==> src/rtl/core/gscs_pkg.sv <==
// Shared types and constants for the greedy set cover selector.
// No dependencies.
`default_nettype none

package gscs_pkg;

  localparam int CFG_W = 7;
  localparam int ID_W  = 8;
  localparam logic [CFG_W-1:0] USIZE_RST = 7'd64;

  typedef enum logic [1:0] {
    S_LOAD,
    S_ROUND,
    S_SCAN,
    S_COMMIT
  } state_t;

  // Per-cell control from the sequencer.
  typedef struct packed {
    logic load_en;
    logic loaded;
    logic set_used;
    logic clr_used;
  } cell_ctrl_t;

endpackage

`default_nettype wire

==> src/rtl/core/gscs_cell.sv <==
// One subset cell: holds a subset, scores its gain, passes the best-so-far token on.
// Depends on gscs_pkg.
`default_nettype none

module gscs_cell
  import gscs_pkg::*;
#(
  parameter int UNIVERSE_BITS = 64,
  parameter int IDX_W         = 5,
  parameter int GAIN_W        = 7,
  parameter int IDX           = 0
) (
  input  wire logic                     clk,
  input  wire logic                     rst,
  input  wire cell_ctrl_t               ctrl,
  input  wire logic [ID_W-1:0]          load_id,
  input  wire logic [UNIVERSE_BITS-1:0] load_mask,
  input  wire logic [UNIVERSE_BITS-1:0] covered,
  input  wire logic [UNIVERSE_BITS-1:0] umask,
  input  wire logic                     tin_vld,
  input  wire logic [GAIN_W-1:0]        tin_gain,
  input  wire logic [IDX_W-1:0]         tin_idx,
  input  wire logic [ID_W-1:0]          tin_id,
  input  wire logic [UNIVERSE_BITS-1:0] tin_mask,
  output logic                          tout_vld,
  output logic [GAIN_W-1:0]             tout_gain,
  output logic [IDX_W-1:0]              tout_idx,
  output logic [ID_W-1:0]               tout_id,
  output logic [UNIVERSE_BITS-1:0]      tout_mask
);

  logic [UNIVERSE_BITS-1:0] mask;
  logic [ID_W-1:0]          id;
  logic                     used;
  logic [GAIN_W-1:0]        gain;
  logic                     take;

  // strict compare keeps the earlier (lower index) subset on a tie
  assign take = ctrl.loaded && !used && (gain > tin_gain);

  always_ff @(posedge clk) begin
    if (ctrl.load_en) begin
      mask <= load_mask;
      id   <= load_id;
    end
    gain <= GAIN_W'($countones(mask & umask & ~covered));
  end

  always_ff @(posedge clk) begin
    if (rst) begin
      used <= 1'b0;
    end else if (ctrl.clr_used || ctrl.load_en) begin
      used <= 1'b0;
    end else if (ctrl.set_used) begin
      used <= 1'b1;
    end
  end

  always_ff @(posedge clk) begin
    if (rst) begin
      tout_vld <= 1'b0;
    end else begin
      tout_vld <= tin_vld;
    end
  end

  always_ff @(posedge clk) begin
    if (take) begin
      tout_gain <= gain;
      tout_idx  <= IDX_W'(IDX);
      tout_id   <= id;
      tout_mask <= mask;
    end else begin
      tout_gain <= tin_gain;
      tout_idx  <= tin_idx;
      tout_id   <= tin_id;
      tout_mask <= tin_mask;
    end
  end

endmodule

`default_nettype wire

==> config.mk <==
export PLATFORM = sky130hd
export DESIGN_NAME = gscs_cell
export DESIGN_NICKNAME = d
export VERILOG_FILES = /design/src/rtl/core/gscs_pkg.sv /design/src/rtl/core/gscs_cell.sv
export SDC_FILE = /design/constraint.sdc
export NUM_CORES = 1
export LEC_CHECK = 0
export BUFFER_PORTS_ARGS = -buffer_cell sky130_fd_sc_hd__buf_2
export CAP_MARGIN = 25
export CELL_PAD_IN_SITES_DETAIL_PLACEMENT = 2
export CELL_PAD_IN_SITES_GLOBAL_PLACEMENT = 2
export CORE_UTILIZATION = 31
export DETAILED_ROUTE_END_ITERATION = 10
export MAX_ROUTING_LAYER = met4
export PLACE_DENSITY = 0.87
export SYNTH_ARGS = -nofsm -noshare
export SYNTH_HDL_FRONTEND = slang
export SYNTH_SLANG_ARGS = --single-unit
==> constraint.sdc <==
create_clock -name clk -period 19.4 [get_ports clk]
set_clock_uncertainty 0.15 [all_clocks]
set_input_delay 2.91 -clock clk [delete_from_list [all_inputs] [get_ports clk]]
set_output_delay 2.91 -clock clk [all_outputs]
set_load 0.01 [all_outputs]
==> results of run 1 <==
synth_stat cells, drive strengths merged (2+ instances only):
library cell | instances | area share
mux2 | 79 | 0.15
a21oi | 8 | 0.0059
nor2 | 29 | 0.015
nand3b | 38 | 0.038
ha | 22 | 0.037
nor2b | 3 | 0.0025
xnor2 | 3 | 0.0035
edfxtp | 72 | 0.29
and2 | 5 | 0.0042
buf | 9 | 0.012
nand2 | 31 | 0.016
inv | 52 | 0.026
dfxtp | 93 | 0.25
o21ai | 2 | 0.0013
fa | 54 | 0.14
area by class of cell:
class | instances | area [um2] | area share
multi-input combinational | 281 | 3160 | 0.307
clock inverter | 14 | 149 | 0.0144
clock buffer | 18 | 450 | 0.0437
tap | 319 | 399 | 0.0387
timing repair buffer | 378 | 1920 | 0.186
antenna | 2 | 5.00 | 0.000486
inverter | 52 | 195 | 0.0189
sequential | 165 | 4020 | 0.390
cell usage in the layout, fill, tap and decap left out, types with 2 or more instances in the layout:
cell       count
buf_2        374
dfxtp_1       93
edfxtp_1      72
mux2_4        55
fa_1          54
inv_1         52
nand3b_1      38
nand2_1       31
nor2_1        29
mux2_2        24
ha_1          22
clkbuf_16     18
a21oi_1        7
inv_6          6
and2_1         5
inv_8          4
xnor2_1        3
nor2b_1        3
buf_4          3
diode_2        2
power by group:
part	switching, mW	internal (mW)	leakage [nW]
Clock	0.160	0.191	0.296
Combinational	0.228	0.201	3.34
Sequential	0.0145	0.405	1.49
Total	0.402	0.797	5.12
stage by stage:
| stage | worst slack, ns | utilization | instance area [um2] | total power [mW] | hold slack [ns] |
|---|---|---|---|---|---|
| after floorplan | 10.65 | - | 7460 | 0.725 | 0.299 |
| after global placement | 10.32 | 0.411 | 9670 | 0.840 | 0.305 |
| after detailed placement | 10.12 | 0.411 | 9670 | 0.872 | 0.320 |
| after CTS | 10.57 | 0.436 | 10300 | 1.23 | 0.338 |
| after global routing | 10.36 | 0.438 | 10300 | 1.31 | 0.351 |
| final | 10.67 | 0.438 | 10300 | 1.20 | 0.331 |
flip-flops by register name, summed over array words and instances (netlist names):
register,flops
mask,64
tout_mask,64
id,8
tout_id,8
gain,7
tout_gain,7
tout_idx,5
tout_vld,1
used,1
worst paths after layout:
path | depth (start not counted) | from | slack (ns) | end
worst min register to register | 1 | id[0] | 0.33 | tout_id[0]
worst max register to register | 19 | mask[45] | 12.89 | gain[6]
worst min-delay path | 1 | id[0] | 0.33 | tout_id[0]
worst max-delay path | 20 | covered[45] | 10.67 | gain[6]
routing by layer:
metal,GRT usage,part of all wire
met1,0.203,0.36
met2,0.365,0.55
met3,0.0490,0.065
met4,0.0712,0.022
met5,-,0
critical path: stages:
cell and delay, ns:
buf_2 0.10, nand3b_1 0.17, fa_1 0.56, inv_1 0.07
fa_1 0.54, inv_1 0.06, fa_1 0.56, inv_1 0.07
fa_1 0.50, inv_1 0.05, fa_1 0.51, fa_1 0.52
fa_1 0.52, fa_1 0.56, inv_1 0.05, ha_1 0.22
fa_1 0.41, a21o_1 0.18, a21oi_1 0.20, o21ai_0 0.12
kinds of logic after synthesis:
kind of cell	Yosys count	synth area share
DFF	165	0.540
and+or+nand+nor	109	0.0775
muxes	79	0.147
adders and majority gates	76	0.182
buffers and inverters	61	0.0381
AOI/OAI and AO/OA	13	0.0112
xor gates and xnor gates	4	0.00470
==> summary.txt, run 1 <==
CTS
  – Cts hold-fix bufs: 0
  – H-tree depth: 4
  – CTS sink cnt: 165
  – Clk root buf: clkbuf_16
  – CTS tree: built
  – Setup repair bufs after CTS: 0
  – Clock Latency Late Sink: 0.43 ns
  – Clock-pin slew on the worst setup and hold paths: 0.07 ns
  – Number of CTS-inserted buffers: 17
  – Longest Clk Path Bufs: 2
  – Cts repair resizes: 0

Global route
  – Largest net degree at the start of global routing: 74
  – Initial antenna violation count: 1
  – All-Layer GR Usage: 0.198
  – Grt total ovfl: 0
  – Vias in the first global route: 6301
  – First-pass GRT wire length: 34100 um

Placement
  – IO buf count: 375
  – Placed cells: 1194
  – GP Congestion: 0.796
  – DP HPWL: 19700 um

Routing
  – Antenna Nets Post-Route: 0
  – Wire per inst: 19.2 um
  – First-pass detailed-route iteration total: 4
  – Initial DRC Count: 142
  – Vias per cell: 4.37
  – Drt drc: 0
  – Routed Wire Length: 23600 um
  – Via count: 5370

Finish
  – Synth-to-Final Area Change: 38.2%
  – Nets: 1262
  – Layout filler cell count: 2486
  – Finished Layout Cells: 1229
  – Share of layout cells above drive strength 1: 0.541

Synth
  – Flops & latches, synth: 165
  – Mapped Nets: 874
  – Number of flops mapped to enable cells by yosys: 72
  – Asr flop ratio synth: 0
  – Sequential area share after synthesis: 0.540
  – Synth Cell Area: 7460 um2
  – Cell count after synthesis: 507
  – Syn_area_per_cell: 14.7 um2
  – YS warnings: 0
  – Synth cell types: 26
  – Dominant synthesized flop cell: dfxtp_1

Setup path
  – Worst Path Max Fanout: 2
  – CP Data Required Time: 19.55 ns
  – Startpoint Class: input pin
  – Setup crit end kind: flop
  – CP Class: input pin to flop
  – CP arrival: 8.88 ns

Floorplan
  – Rows: 56
  – Die Width: 157 um
  – Initial Util: 0.317
  – I/O pins: 376
  – DIE AREA: 24700 um2
  – Core Area: 23500 um2
  – Chip Height: 157 um

Power and ir drop
  – Leak: 5.12 nW
  – VDD IR max: 0.0706 mV
  – Power Dens Cells: 116 nW/um2

STA
  – Setup_tns: 0 ns
  – RSZ-0062 raised after global routing: no
  – Max-slew headroom: 0.491
  – Max Freq: 115 MHz
  – Minimum clock period: 8.73 ns
  – Slew @ Worst Pin: 0.764 ns
  – Endpoints failing setup: 0
  – Hold Violations, Final: 0
  – Pins Over Slew Limit: 0
  – Period Utilization, post-route: 0.450

Job
  – Maxcap violations: 0

Run status
  – Status: completed

Min path
  – Worst Hold Class: flop to flop
No activity file was read; power rests on OpenSTA's default activity.
==> run 2, diff against run 1 <==
--- a/config.mk
+++ b/config.mk
@@ -9,10 +9,10 @@
 export CAP_MARGIN = 25
 export CELL_PAD_IN_SITES_DETAIL_PLACEMENT = 2
 export CELL_PAD_IN_SITES_GLOBAL_PLACEMENT = 2
-export CORE_UTILIZATION = 31
+export CORE_UTILIZATION = 29
 export DETAILED_ROUTE_END_ITERATION = 10
 export MAX_ROUTING_LAYER = met4
-export PLACE_DENSITY = 0.87
+export PLACE_DENSITY = 0.82
 export SYNTH_ARGS = -nofsm -noshare
 export SYNTH_HDL_FRONTEND = slang
 export SYNTH_SLANG_ARGS = --single-unit
==> constraint.sdc (replaced) <==
create_clock -name clk -period 8.65 [get_ports clk]
set_clock_uncertainty 0.15 [all_clocks]
set_input_delay 1.2975 -clock clk [delete_from_list [all_inputs] [get_ports clk]]
set_output_delay 1.2975 -clock clk [all_outputs]
set_load 0.01 [all_outputs]
==> run 2 against run 1 <==
Sequential cell count did not move; register-to-register slack lost 11 ns; sequential power up 120%; critical path depth did not move; critical path type unchanged; global-route usage decreased by 1.4 points; die area up 6.8%; final area grew 0.11%; worst hold slack worse by 0.0037 ns; power is 120% higher; largest power group unchanged; critical endpoint unchanged; sequential share of layout area hardly changed; core utilization is 2.8 points lower; highest routed layer unchanged.
==> summary.txt, run 2 (synthesized netlist as in run 1, its figures left out) <==
Run status
  – Status: completed

CTS
  – Longest Clk Path Bufs: 2 (unchanged)
  – Setup repair bufs after CTS: 0 (unchanged)
  – CTS sink cnt: 165 (unchanged)
  – Cts hold-fix bufs: 0 (unchanged)
  – Cts repair resizes: 0 (unchanged)
  – Clk root buf: clkbuf_16
  – Clock Latency Late Sink: 0.43 ns (about the same)
  – CTS tree: built
  – Number of CTS-inserted buffers: 17 (unchanged)
  – H-tree depth: 4 (unchanged)
  – Clock-pin slew on the worst setup and hold paths: 0.07 ns (about the same)

Placement
  – GP Congestion: 0.726 (-8.8%)
  – Placed cells: 1205 (+0.92%)
  – DP HPWL: 19400 um (-1.4%)
  – Area after DPL: 9690 um2 (+0.14%)
  – Post-Place Setup Slack: 1.06 ns (-9.06 ns)
  – IO buf count: 375 (unchanged)

Finish
  – Fin util: 0.410 (-0.0280)
  – Top Registers: mask: 64 flops, tout_mask: 64 flops
  – Finished Layout Cells: 1241 (+0.98%)
  – Synth-to-Final Area Change: 38.3%
  – Commonest non-fill, non-tap cells in the layout: buf_2 (374), dfxtp_1 (93), edfxtp_1 (72), mux2_4 (55), fa_1 (54)
  – Layout filler cell count: 2693 (+8.3%)
  – Area of the multi-input gates: 3160 um2 (unchanged)
  – Commonest non-fill, non-tap cell in the layout: buf_2
  – Reg area: 4020 um2 (unchanged)
  – Post-route cell area: 10300 um2 (+0.11%)
  – Share of layout cells above drive strength 1: 0.540 (-0.00110)
  – Nets: 1262 (unchanged)

Global route
  – All-Layer GR Usage: 0.185 (-0.0136)
  – Grt total ovfl: 0 (unchanged)
  – Largest net degree at the start of global routing: 74 (unchanged)
  – First-pass GRT wire length: 34500 um (+1.2%)
  – Initial antenna violation count: 1 (unchanged)
  – Vias in the first global route: 6296 (-0.079%)

Power and ir drop
  – Clock share of power: 0.297 (+0.004)
  – Combinational power share: 0.355 (-0.003)
  – Leak: 5.12 nW (about the same)
  – Power Dens Cells: 261 nW/um2 (+120%)
  – Net Switching: 0.898 mW (+120%)
  – VDD IR max: 0.174 mV (+150%)
  – Internal power: 1.79 mW (+130%)
  – Sequential power share: 0.348 (-0.002)
  – Overall power: 2.69 mW (+120%)
  – Sw frac: 0.334 (-0.00195)

Floorplan
  – Rows: 58 (+3.6%)
  – I/O pins: 376 (unchanged)
  – DIE AREA: 26400 um2 (+6.8%)
  – Initial Util: 0.296 (-0.0206)
  – Die Width: 162 um (+3.3%)
  – Chip Height: 162 um (+3.3%)
  – Core Area: 25200 um2 (+7.0%)

STA
  – Max Freq: 142 MHz
  – PnR worst setup slack: 1.62 ns (-9.05 ns)
  – Setup_tns: 0 ns (unchanged)
  – Slew @ Worst Pin: 0.787 ns (+0.0238 ns)
  – Max-slew headroom: 0.475 (-0.0159)
  – Pins Over Slew Limit: 0 (unchanged)
  – Endpoints failing setup: 0 (unchanged)
  – Minimum clock period: 7.03 ns
  – RSZ-0062 raised after global routing: no
  – Fin Hold WS: 0.327 ns (-0.00367 ns)
  – Period Utilization, post-route: 0.813
  – Hold Violations, Final: 0 (unchanged)

Routing
  – Wire per inst: 19.0 um (-0.83%)
  – Drt drc: 0 (unchanged)
  – Antenna Nets Post-Route: 0 (unchanged)
  – Via count: 5326 (-0.82%)
  – Routed Wire Length: 23600 um (+0.14%)
  – First-pass detailed-route iteration total: 4 (unchanged)
  – Vias per cell: 4.29 (-1.8%)
  – Initial DRC Count: 153 (+7.7%)

Job
  – Maxcap violations: 0 (unchanged)

Setup path
  – Setup crit end kind: flop
  – Crit path from: covered[45]
  – CP Data Required Time: 8.80 ns (-10.75 ns)
  – Reg2reg start: mask[45]
  – CP arrival: 7.18 ns (-1.70 ns)
  – CP Class: input pin to flop
  – R2R setup slack: 2.27 ns (-10.62 ns)
  – Worst Path Max Fanout: 2 (unchanged)
  – Startpoint Class: input pin

Min path
  – Hold Path Origin: id[1]
  – Worst Hold Class: flop to flop
## run 2: final timing paths
path                                    to  cells past startpoint
worst max-delay path               gain[6]                     20
worst min-delay path            tout_id[1]                      1
worst min register to register  tout_id[1]                      1
worst max register to register     gain[6]                     19
## run 2: layout make-up
class | instances | share of cell area
antenna | 3 | 0.000728
clock buffer | 18 | 0.0416
clock inverter | 14 | 0.0160
inverter | 52 | 0.0189
multi-input combinational | 281 | 0.306
sequential | 165 | 0.390
tap | 330 | 0.0400
timing repair buffer | 378 | 0.186
## run 2: metal layers
layer,wire length (um),part of all wire,global-route usage
met5,0,0,-
met4,221,0.0094,0.0420
met3,1510,0.064,0.0502
met2,13000,0.55,0.341
met1,8910,0.38,0.194
## run 2: critical path, stage by stage
cell      delay, ns
buf_2          0.10
nand3b_1       0.17
fa_1           0.55
inv_1          0.06
fa_1           0.54
inv_1          0.06
fa_1           0.54
inv_1          0.06
fa_1           0.50
inv_1          0.05
fa_1           0.51
fa_1           0.53
fa_1           0.53
fa_1           0.54
inv_1          0.04
ha_1           0.22
fa_1           0.40
a21o_1         0.17
a21oi_1        0.21
o21ai_0        0.11
## run 2: power groups by stage
stage	clock network (mW)	logic [mW]	registers (mW)
2_1_floorplan	0	0.656	0.970
3_3_place_gp	0	0.933	0.953
3_5_place_dp	0	1.00	0.958
4_1_cts	0.830	1.01	0.940
5_1_grt	0.857	1.11	0.946
6_report	0.798	0.956	0.938
